===== src/hdl/assert_macros.svh =====
// Assertion macros shared by the tiled background pixel fetch RTL.
// Depends on nothing; files that check their own logic include it by name.
`ifndef ASSERT_MACROS_SVH
`define ASSERT_MACROS_SVH

`ifndef SYNTHESIS

// Consequent must hold in the same cycle as the antecedent.
`define ASSERT_SAME(lbl, clk, rst, ante, cons, msg) \
   lbl: assert property (@(posedge clk) disable iff (rst) (ante) |-> (cons)) else $error(msg);

// Consequent must hold in the cycle after the antecedent.
`define ASSERT_NEXT(lbl, clk, rst, ante, cons, msg) \
   lbl: assert property (@(posedge clk) disable iff (rst) (ante) |=> (cons)) else $error(msg);

`else

`define ASSERT_SAME(lbl, clk, rst, ante, cons, msg)
`define ASSERT_NEXT(lbl, clk, rst, ante, cons, msg)

`endif

`endif


===== src/hdl/tbpf_pkg.sv =====
// Shared constants, types and codes of the tiled background pixel fetch.
// Used by every module of the block but tbpf_ram; depends on nothing.
package tbpf_pkg;

   localparam int VIDEO_BYTES        = 131072;
   localparam int CHAR_BLOCK_BYTES   = 16384;
   localparam int SCREEN_BLOCK_BYTES = 2048;
   localparam int VIEW_EXTENT        = 1024;
   localparam int PAL_BYTES          = 512;
   localparam int MAP_HALF           = 256;
   localparam int MAP_FULL           = 512;

   localparam int ADDR_W       = 17;
   localparam int POS_W        = 10;
   localparam int SUM_W        = ADDR_W + 1;
   localparam int VIDEO_AW     = $clog2(VIDEO_BYTES);
   localparam int VBANK_AW     = VIDEO_AW - 1;
   localparam int PAL_AW       = $clog2(PAL_BYTES);
   localparam int CHAR_SHIFT   = $clog2(CHAR_BLOCK_BYTES);
   localparam int SCREEN_SHIFT = $clog2(SCREEN_BLOCK_BYTES);
   localparam int QUEUE_DEPTH  = 2;

   localparam logic [1:0] OP_VIDEO_WR = 2'd0;
   localparam logic [1:0] OP_PAL_WR   = 2'd1;
   localparam logic [1:0] OP_RENDER   = 2'd2;

   localparam logic [1:0] CSR_CHAR_BASE   = 2'd0;
   localparam logic [1:0] CSR_SCREEN_BASE = 2'd1;
   localparam logic [1:0] CSR_SIZE_MODE   = 2'd2;
   localparam logic [1:0] CSR_COLOR_256   = 2'd3;

   typedef struct packed {
      logic [1:0] char_base_block;
      logic [4:0] map_base_block;
      logic [1:0] screen_size_mode;
      logic       color_256;
   } cfg_type;

   typedef enum logic [1:0] {
      KIND_VIDEO_WR,
      KIND_PAL_WR,
      KIND_RENDER,
      KIND_OUTSIDE
   } kind_type;

   // One classified item as it waits between the front and the back.
   typedef struct packed {
      kind_type              kind;
      logic [ADDR_W-1:0]     mem_addr;
      logic [7:0]            mem_data;
      logic [VBANK_AW-1:0]   se_word;
      logic [2:0]            pix_x;
      logic [2:0]            pix_y;
   } item_type;

endpackage


===== src/hdl/tbpf_front.sv =====
// Front part: decodes a request beat, checks the map bounds and forms the
// screen entry address. Depends on tbpf_pkg.
module tbpf_front
   import tbpf_pkg::*;
(
   input  logic              req_valid,
   input  logic              req_ready,
   input  logic [1:0]        req_op,
   input  logic [ADDR_W-1:0] req_mem_addr,
   input  logic [7:0]        req_mem_data,
   input  logic [POS_W-1:0]  req_pos_x,
   input  logic [POS_W-1:0]  req_pos_y,
   input  cfg_type           cfg,
   output logic              push,
   output item_type          push_item
);

   logic [POS_W:0] wide;
   logic [POS_W:0] tall;
   logic           outside;
   logic [1:0]     sb;
   logic [SUM_W-1:0] se_sum;

   always_comb begin
      wide = cfg.screen_size_mode[0] ? (POS_W+1)'(MAP_FULL) : (POS_W+1)'(MAP_HALF);
      tall = cfg.screen_size_mode[1] ? (POS_W+1)'(MAP_FULL) : (POS_W+1)'(MAP_HALF);
      outside = ({1'b0, req_pos_x} >= wide) || ({1'b0, req_pos_y} >= tall)
             || ({1'b0, req_pos_x} >= (POS_W+1)'(VIEW_EXTENT))
             || ({1'b0, req_pos_y} >= (POS_W+1)'(VIEW_EXTENT));
      // Inside the map only the halves that exist in this mode can be set. A map
      // that is only tall numbers its lower half as screenblock one.
      sb[0] = cfg.screen_size_mode[0] ? req_pos_x[8]
                                      : (cfg.screen_size_mode[1] & req_pos_y[8]);
      sb[1] = cfg.screen_size_mode[0] & cfg.screen_size_mode[1] & req_pos_y[8];
      se_sum = ((SUM_W'(cfg.map_base_block) + SUM_W'(sb)) << SCREEN_SHIFT)
             + SUM_W'({req_pos_y[7:3], req_pos_x[7:3], 1'b0});

      push_item.mem_addr = req_mem_addr;
      push_item.mem_data = req_mem_data;
      push_item.se_word  = se_sum[VIDEO_AW-1:1];
      push_item.pix_x    = req_pos_x[2:0];
      push_item.pix_y    = req_pos_y[2:0];

      push = req_valid && req_ready;
      unique case (req_op)
         OP_VIDEO_WR: push_item.kind = KIND_VIDEO_WR;
         OP_PAL_WR:   push_item.kind = KIND_PAL_WR;
         OP_RENDER:   push_item.kind = outside ? KIND_OUTSIDE : KIND_RENDER;
         default: begin
            // The unused opcode is taken and dropped here.
            push_item.kind = KIND_OUTSIDE;
            push           = 1'b0;
         end
      endcase
   end

endmodule


===== config.mk =====
export PLATFORM = sky130hd
export DESIGN_NAME = tbpf_front
export DESIGN_NICKNAME = d
export VERILOG_FILES = /design/src/hdl/assert_macros.svh /design/src/hdl/tbpf_pkg.sv /design/src/hdl/tbpf_front.sv
export SDC_FILE = /design/constraint.sdc
export NUM_CORES = 1
export LEC_CHECK = 0
export ABC_CLOCK_PERIOD_IN_PS = 3400
export BUFFER_PORTS_ARGS = -buffer_cell sky130_fd_sc_hd__buf_2
export CAP_MARGIN = 40
export CORE_UTILIZATION = 31
export DETAILED_ROUTE_END_ITERATION = 6
export PLACE_DENSITY = 0.91
export REMOVE_ABC_BUFFERS = 1
export SYNTH_ARGS = -nofsm -noshare
export SYNTH_HDL_FRONTEND = slang
export SYNTH_SLANG_ARGS = --single-unit

===== constraint.sdc =====
create_clock -name vclk -period 3.4
set_input_delay 0.51 -clock vclk [all_inputs]
set_output_delay 0.51 -clock vclk [all_outputs]
set_load 0.03 [all_outputs]

==> parameters.txt <==
Parameter                              Value

Placement
  # port buffers ... 56
  Weighted congestion at the end of routability-driven global placement ... 0.795
  Placed instance area ... about 630 sq um

Logic synthesis
  Leading cell types by total area after synthesis ... buf_4 (49%), ha_1 (14%), inv_1 (4.8%), nor4b_2 (4.8%), fa_1 (3.2%)
  Ys Warns ... 0
  Synth Area in XOR/XNOR ... 0.0417
  Area of the mapped netlist ... between 600 and 700 sq um
  Adder and majority gate portion of the synthesized area ... 0.171
  Simple-gate share of the synthesized area ... 0.167
  Sequential element share of the synthesized area ... 0
  Cells after Synth ... around 80
  Post-synth cell types ... 21
  Compound-gate portion of the synthesized area ... 0.0596
  Fraction of post-synthesis cell area in the top cell type by area ... 0.489
  Combinational family with the most area after synthesis ... buffers and inverters
  Post-synthesis average cell area ... around 7.7 sq um
  Post-synthesis cell type with the largest combined area ... buf_4
  Share of synthesized area spent on multiplexers ... 0.0179

Global routing
  Gr usage total ... 0.160
  Initial antenna violation count ... 0
  GR Layer Usage met1 ... 0.123
  Global-route wire length before repair ... roughly 2.4 mm
  Number of global-route vias before repair ... roughly 470
  Most used routing layer in global routing ... met2
  Total gr overflow ... 0
  Met2 layer usage reported by global route ... 0.264
  Pin count of the biggest net entering global routing ... 6
  M3 GR Usage ... 0.192

STA
  Peak clock frequency supported by timing ... ~400 MHz
  Worst slew margin relative to its limit ... 0.813
  Hold violation count in the final report ... 0
  Pins over their slew limit ... 0
  Final setup viols ... 0
  Slew at the pin with the worst max-slew slack ... 0.278 ns
  Setup repair after global routing missed its margin ... false
  Fraction of the cycle the final worst path needs ... 0.730
  Clock period minus final worst setup slack ... ~2.5 ns
  Sum of negative setup slack ... 0 ns

Power
  Maximum ir drop on the vdd rail ... 0.0652 mV
  Areal power density over the cells ... 170 nW/um^2
  Cell leakage power ... between 0.0003 and 0.0004 uW

Finish
  Final instance area ... 629 sq um
  Final core utilization ... 0.346
  Commonest cells after routing, fill and taps aside ... buf_2 (56), inv_1 (8), ha_1 (7)
  Area of all sequential standard cells ... 0 sq um
  Layout clock buffer count ... 0
  Nets ... about 170
  Fraction of layout instances using a drive strength above 1 ... 0.625
  Area overhead of the layout relative to synthesis ... 0%
  Most frequent standard cell in the layout excluding fill and tap cells ... buf_2
  Final sequential cell count ... 0
  Count of antenna diodes in the layout ... 0

Route
  Count of nets left with antenna violations after detail routing ... 0
  Post-detailed-route wirelength per cell ... 15.7 um
  Count of unresolved DRC violations after routing ... 0
  Final Routed Wirelength ... about 1.9 mm
  DRC violation total after the first TritonRoute iteration ... 3
  Vias per std cell ... 4.56
  Via count of the routed design ... 552
  Detailed Routing Iterations Pass 1 ... 2

CTS
  Number of resized instances in the post-cts repair step ... 0
  Number of buffers inserted by hold repair at cts ... 0
  Post-CTS setup-driven buffer insertion count ... 0

Die
  Total number of placement rows ... 15
  Die ar. ... between 2000 and 2500 sq um
  Effective utilization at floorplan ... 0.346
  Vertical die dimension ... approximately 47 um
  Floorplan Core Area ... ~1800 sq um
  Number of ports placed on the die boundary ... roughly 110
  Die X ... 47.1 um

Min path
  Worst min-delay path class ... input port to primary output
  Worst Hold Endpoint ... push_item[44]
  Worst hold path stage count ... 0
  Start point of the worst hold path ... req_mem_addr[14]

Worst setup path
  Critical-path maximum fanout ... 3
  Critical Path Source Type ... input port
  Nature of the critical path endpoint ... primary output
  Data arrival time of the critical path ... a little under 2 ns
  Critical Setup Path Class ... input port to primary output
  Required time at the endpoint of the critical path ... approximately 2.9 ns

Flow run
  Maximum Capacitance Violations ... 0

Outcome
  Result of the run ... complete, no violations
-- how the worst max path moves through the flow --
stage                 start             to  slack, ns
3_5_place_dp   req_pos_y[8]  push_item[20]       0.90
2_1_floorplan  req_pos_y[8]  push_item[20]       0.91
4_1_cts        req_pos_y[8]  push_item[20]       0.90
6_report       req_pos_y[8]  push_item[17]       0.92
5_1_grt        req_pos_y[8]  push_item[20]       0.79
3_3_place_gp   req_pos_y[8]  push_item[17]       0.91
-- worst max-delay path, cell delays in order --
cell and delay [ns]:
buf_2 0.11, ha_1 0.18, mux2_2 0.26, ha_1 0.19
inv_1 0.07, fa_1 0.40, inv_1 0.06, buf_2 0.19
-- area by class of cell --
type / count / area (sq um)
Fill cell: 207 / 1190
Multi-Input combinational cell: 32 / 288
Timing Repair Buffer: 56 / 280
Tap cell: 25 / 31.3
Inverter: 8 / 30.0
-- metrics by stage --
| step | worst slack [ns] | cells | hold slack [ns] | power (uW) |
|---|---|---|---|---|
| final | 0.917 | 121 | 1.02 | 107 |
| after detailed placement | 0.902 | 121 | 1.02 | 108 |
| after global routing | 0.786 | 121 | 1.02 | 116 |
| after floorplan | 0.914 | 40 | 1.02 | 41.4 |
| after global placement | 0.905 | 121 | 1.02 | 107 |
| after CTS | 0.902 | 121 | 1.02 | 108 |
-- cells in the mapped netlist, types with 2 or more instances --
master   number
nor2_1        2
buf_4        41
nand3_1       2
xnor2_1       2
inv_1         8
nor4_1        2
nor4b_2       2
nor2b_1       2
nand2_1       3
ha_1          7
-- layer usage --
metal / up-vias / routed length (um)
met5: - / 0
met4: 0 / 0
met3: 0 / 609
met2: 70 / 818
met1: 225 / 472
li1: 257 / -
-- where the power goes --
group          total, uW  internal [uW]  switching (uW)
registers              0              0               0
clock network          0              0               0
logic                107           39.1            67.7
total                107           39.1            67.7
-- logic make-up (layout without fill, tap and decap cells) --
kind of cell	after synthesis	after routing
adders and majority gates	8	8
AOI/OAI and AO/OA	4	4
and+or+nand+nor	16	16
muxes	1	1
buffers and inverters	50	64
xor gates and xnor gates	3	3
Note: power is estimated with default switching activity, not from simulation.
