$ cat src/hdl/assert_macros.svh
// Assertion macros shared by the tiled background pixel fetch RTL.
// Depends on nothing; files that check their own logic include it by name.
`ifndef ASSERT_MACROS_SVH
`define ASSERT_MACROS_SVH

`ifndef SYNTHESIS

// Consequent must hold in the same cycle as the antecedent.
`define ASSERT_SAME(lbl, clk, rst, ante, cons, msg) \
   lbl: assert property (@(posedge clk) disable iff (rst) (ante) |-> (cons)) else $error(msg);

// Consequent must hold in the cycle after the antecedent.
`define ASSERT_NEXT(lbl, clk, rst, ante, cons, msg) \
   lbl: assert property (@(posedge clk) disable iff (rst) (ante) |=> (cons)) else $error(msg);

`else

`define ASSERT_SAME(lbl, clk, rst, ante, cons, msg)
`define ASSERT_NEXT(lbl, clk, rst, ante, cons, msg)

`endif

`endif

$ cat src/hdl/tbpf_pkg.sv
// Shared constants, types and codes of the tiled background pixel fetch.
// Used by every module of the block but tbpf_ram; depends on nothing.
package tbpf_pkg;

   localparam int VIDEO_BYTES        = 131072;
   localparam int CHAR_BLOCK_BYTES   = 16384;
   localparam int SCREEN_BLOCK_BYTES = 2048;
   localparam int VIEW_EXTENT        = 1024;
   localparam int PAL_BYTES          = 512;
   localparam int MAP_HALF           = 256;
   localparam int MAP_FULL           = 512;

   localparam int ADDR_W       = 17;
   localparam int POS_W        = 10;
   localparam int SUM_W        = ADDR_W + 1;
   localparam int VIDEO_AW     = $clog2(VIDEO_BYTES);
   localparam int VBANK_AW     = VIDEO_AW - 1;
   localparam int PAL_AW       = $clog2(PAL_BYTES);
   localparam int CHAR_SHIFT   = $clog2(CHAR_BLOCK_BYTES);
   localparam int SCREEN_SHIFT = $clog2(SCREEN_BLOCK_BYTES);
   localparam int QUEUE_DEPTH  = 2;

   localparam logic [1:0] OP_VIDEO_WR = 2'd0;
   localparam logic [1:0] OP_PAL_WR   = 2'd1;
   localparam logic [1:0] OP_RENDER   = 2'd2;

   localparam logic [1:0] CSR_CHAR_BASE   = 2'd0;
   localparam logic [1:0] CSR_SCREEN_BASE = 2'd1;
   localparam logic [1:0] CSR_SIZE_MODE   = 2'd2;
   localparam logic [1:0] CSR_COLOR_256   = 2'd3;

   typedef struct packed {
      logic [1:0] char_base_block;
      logic [4:0] map_base_block;
      logic [1:0] screen_size_mode;
      logic       color_256;
   } cfg_type;

   typedef enum logic [1:0] {
      KIND_VIDEO_WR,
      KIND_PAL_WR,
      KIND_RENDER,
      KIND_OUTSIDE
   } kind_type;

   // One classified item as it waits between the front and the back.
   typedef struct packed {
      kind_type              kind;
      logic [ADDR_W-1:0]     mem_addr;
      logic [7:0]            mem_data;
      logic [VBANK_AW-1:0]   se_word;
      logic [2:0]            pix_x;
      logic [2:0]            pix_y;
   } item_type;

endpackage

$ cat src/hdl/tbpf_queue.sv
// Short FIFO of classified items between the front and the back.
// Depends on tbpf_pkg and assert_macros.svh.
`include "assert_macros.svh"
module tbpf_queue
   import tbpf_pkg::*;
(
   input  logic     clock,
   input  logic     reset,
   input  logic     push,
   input  item_type push_item,
   output logic     full,
   input  logic     pop,
   output logic     head_valid,
   output item_type head_item
);

   localparam int PTR_W = (QUEUE_DEPTH > 1) ? $clog2(QUEUE_DEPTH) : 1;
   localparam int CNT_W = $clog2(QUEUE_DEPTH + 1);

   item_type         slot_ff [QUEUE_DEPTH];
   logic [PTR_W-1:0] wr_ptr_ff, wr_ptr_in;
   logic [PTR_W-1:0] rd_ptr_ff, rd_ptr_in;
   logic [CNT_W-1:0] count_ff, count_in;
   logic             do_pop;

   assign full       = (count_ff == CNT_W'(QUEUE_DEPTH));
   assign head_valid = (count_ff != '0);
   assign head_item  = slot_ff[rd_ptr_ff];
   assign do_pop     = pop && head_valid;

   always_comb begin
      wr_ptr_in = wr_ptr_ff;
      rd_ptr_in = rd_ptr_ff;
      count_in  = count_ff;
      if (push) begin
         wr_ptr_in = (wr_ptr_ff == PTR_W'(QUEUE_DEPTH - 1)) ? '0 : wr_ptr_ff + 1'b1;
      end
      if (do_pop) begin
         rd_ptr_in = (rd_ptr_ff == PTR_W'(QUEUE_DEPTH - 1)) ? '0 : rd_ptr_ff + 1'b1;
      end
      if (push && !do_pop) begin
         count_in = count_ff + 1'b1;
      end else if (!push && do_pop) begin
         count_in = count_ff - 1'b1;
      end
   end

   always_ff @(posedge clock) begin
      if (reset) begin
         wr_ptr_ff <= '0;
         rd_ptr_ff <= '0;
         count_ff  <= '0;
      end else begin
         wr_ptr_ff <= wr_ptr_in;
         rd_ptr_ff <= rd_ptr_in;
         count_ff  <= count_in;
      end
   end

   always_ff @(posedge clock) begin
      if (push) begin
         slot_ff[wr_ptr_ff] <= push_item;
      end
   end

   `ASSERT_SAME(a_count_bound, clock, reset, 1'b1, count_ff <= CNT_W'(QUEUE_DEPTH), "queue count above depth")
   `ASSERT_SAME(a_no_overflow, clock, reset, push, !full || do_pop, "push into a full queue")

endmodule

$ cat config.mk
export PLATFORM = sky130hd
export DESIGN_NAME = tbpf_queue
export DESIGN_NICKNAME = d
export VERILOG_FILES = /design/src/hdl/tbpf_pkg.sv /design/src/hdl/tbpf_queue.sv
export VERILOG_INCLUDE_DIRS = /design/src /design/src/hdl
export SDC_FILE = /design/constraint.sdc
export NUM_CORES = 1
export LEC_CHECK = 0
export ABC_CLOCK_PERIOD_IN_PS = 3200
export BUFFER_PORTS_ARGS = -buffer_cell sky130_fd_sc_hd__buf_2
export CORE_UTILIZATION = 25
export CTS_CLUSTER_DIAMETER = 50
export DETAILED_ROUTE_END_ITERATION = 10
export GPL_TIMING_DRIVEN = 0
export PLACE_DENSITY = 0.48
export SLEW_MARGIN = 20
export SYNTH_ARGS = -nofsm -noshare
export SYNTH_HDL_FRONTEND = slang
export SYNTH_SLANG_ARGS = --single-unit
$ cat constraint.sdc
create_clock -name clock -period 3.2 [get_ports clock]
set_input_delay 0.48 -clock clock [delete_from_list [all_inputs] [get_ports clock]]
set_output_delay 0.48 -clock clock [all_outputs]
set_load 0.05 [all_outputs]
==> impl_metrics.yaml <==
clock_tree:
  clk_pin_slew_ns: 0.07
  cts_post_setup_buffers_inserted: 0
  cts_repair_resize_count: 0
  worst_skew_pair.late_latency_ns: 0.35
  longest_clk_path_bufs: 2
  holdBufCountCts: 0
  root_buffer_cell: "sky130_fd_sc_hd__clkbuf_16"
  cts_tree: "yes"
  clock_buffers_created_by_tritoncts: 9
  h-tree-depth: 3
  clk_sink_count: 103
die:
  floorplan.initialDensity: 0.256
  rows: 44
  fp.coreArea_um2: 14600
  fp.dieH_um: 124
  floorplan_die_width_um: 124
  floorplan.die_area_um2: 15500
  io_pins: 104
worst_setup_path:
  rr_endpoint: "count_ff[1]$_SDFFE_PP0P_"
  critical_path.max_fanout: 10
  crit_path_start_kind: "flop"
  critPathArrivalTime_ns: 1.69
  regToRegStartpoint: "count_ff[0]$_SDFFE_PP0P_"
  crit_path_end: "head_item[22]"
  cp.required_ns: 2.72
  endpoint_kind: "primary output"
  ff2ff_setup_slack_ns: 1.66
  worstRegToRegCells: 4
  classification_of_the_worst_setup_path: "flop to primary output"
sta:
  rsz0062_at_grt: "no"
  worstMarginPinSlew_ns: 0.366
  clock-skew-final_ns: 0.00666
  postLayoutSetupSlackWorst_ns: 1.03
  whs_ns: 0.314
  timing.final.setup_violations: 0
  min_period_ns: 2.17
  maxClockFrequency_mhz: 460
  timing.slew.headroom: 0.756
  maxSlewViolCount: 0
  period_share: 0.679
  final_hold_viol_count: 0
grt:
  globalRoute.totalOverflow: 0
  first_global_vias: 2061
  groute.usage.overall: 0.0965
  maximum_number_of_pins_on_one_net_before_global_route_repair: 28
  first_pass_grt_wire_length_mm: 11.0
  grt_antenna_before_repair: 0
finish:
  final_common_cell: "sky130_fd_sc_hd__buf_2"
  area.sequential_um2: 3040
  nFillCells: 1430
  diodes_inserted: 0
  layoutNonFillerInstCount: 480
  final_core_util: 0.332
  area_growth_syn_to_layout_pct: 29.5
  layout_common_cells: "sky130_fd_sc_hd__buf_2, sky130_fd_sc_hd__edfxtp_1, sky130_fd_sc_hd__mux2_2"
  multiInputGateArea_um2: 673
  layout.nets: 345
  drive_above_1_share: 0.605
placed_design:
  place_hpwl_mm: 4.51
  portBuffers: 103
  post-place-ws_ns: 1.35
  placedCellCount: 464
  place_congestion: 0.615
logic_synthesis:
  seq_area_frac_synth: 0.814
  synth.cell_area_um2: 3740
  syn_inst: 174
  synthesis.area_per_instance_um2: 21.5
  synthesis.yosys.warnings: 0
  ys_types: 17
  synth-seq-cells: 103
  syn_nets: 228
power_and_ir_drop:
  static-leakage-power_nw: 1.80
  powerDensity_nw_per_um2: 843
  post-layout-total-power_w: 0.00408
  max-vdd-ir-drop_mv: 0.348
detailed_routing:
  final_antenna_net_count: 0
  detail_route.wl_per_cell_um: 14.3
  post-route-drc-count: 0
  viasPerCell: 4.05
  vias: 1942
  route.final.wire_length_mm: 6.88
  detailedRoute.firstPassIterationCount: 2
  drt_first_iter_violations: 89
min_path:
  worstHoldPathCells: 1
  timing.hold.worst.class: "input pin to flop"
run_status:
  run_status: "finished, final reports clean"
job:
  cap_violations: 0
worst min path at each step:
stage                             start                       end  slack, ns
2_1_floorplan  count_ff[1]$_SDFFE_PP0P_  count_ff[1]$_SDFFE_PP0P_       0.47
3_3_place_gp     rd_ptr_ff$_SDFFE_PP0P_    rd_ptr_ff$_SDFFE_PP0P_       0.49
3_5_place_dp     rd_ptr_ff$_SDFFE_PP0P_                      flop       0.50
4_1_cts                   push_item[47]  slot_ff[1][47]$_DFFE_PP_       0.30
5_1_grt                   push_item[11]  slot_ff[1][11]$_DFFE_PP_       0.30
6_report                  push_item[47]  slot_ff[1][47]$_DFFE_PP_       0.31
layout make-up:
| cell class | instances | share of cell area |
|---|---|---|
| plain buffers | 5 | 0.00697 |
| clock buffers | 9 | 0.0465 |
| clock inverters | 7 | 0.0132 |
| multi-input cells | 66 | 0.139 |
| flip-flops and latches | 103 | 0.628 |
| well taps | 184 | 0.0475 |
| repair buffers | 106 | 0.119 |
power breakdown:
part	internal [W]	switching, W
logic	0.000421	0.000974
clock network	0.000599	0.000466
registers	0.00159	0.0000377
synth_stat cells (all sizes together):
| library cell | number | area [um^2] |
|---|---|---|
| edfxtp | 98 | 2940 |
| mux2 | 49 | 552 |
| buf | 5 | 33.8 |
| dfxtp | 5 | 100 |
| nor2 | 4 | 15.0 |
| xor2 | 3 | 26.3 |
| o21ai | 2 | 10.0 |
| a21oi | 1 | 5.00 |
| and2 | 1 | 6.26 |
| and2b | 1 | 8.76 |
| ha | 1 | 12.5 |
| nor2b | 1 | 6.26 |
| or2 | 1 | 6.26 |
| or3 | 1 | 6.26 |
| xnor2 | 1 | 8.76 |
registers in the layout, indices dropped and copies added (netlist names), named ones only:
signal / count
count_ff: 2
rd_ptr_ff: 1
slot_ff: 98
wr_ptr_ff: 1
through the flow:
step	cell area, um^2	TNS [ns]
floorplan	3740	0
finish	4840	0
CTS	4840	0
global placement	4490	-83.73
detailed placement	4560	0
global route	4840	0
logic make-up after synthesis:
kind of cell	share of synthesized area
AOI/OAI and AO/OA	0.00401
adders and majority gates	0.00335
and+or+nand+nor	0.0131
muxes	0.148
xor gates and xnor gates	0.00937
buffers and inverters	0.00903
DFF	0.814
metal layers:
layer,track usage,share of wire
met1,0.113,0.43
met2,0.149,0.48
met3,0.0357,0.058
met4,0.0595,0.026
met5,0,0
critical path, stage by stage, from the launching register on:
cell and delay [ns]:
sky130_fd_sc_hd__dfxtp_1 0.38, sky130_fd_sc_hd__buf_4 0.23, sky130_fd_sc_hd__buf_6 0.18, sky130_fd_sc_hd__mux2_2 0.34, sky130_fd_sc_hd__buf_2 0.21
No activity file was read; power rests on OpenSTA's default activity.
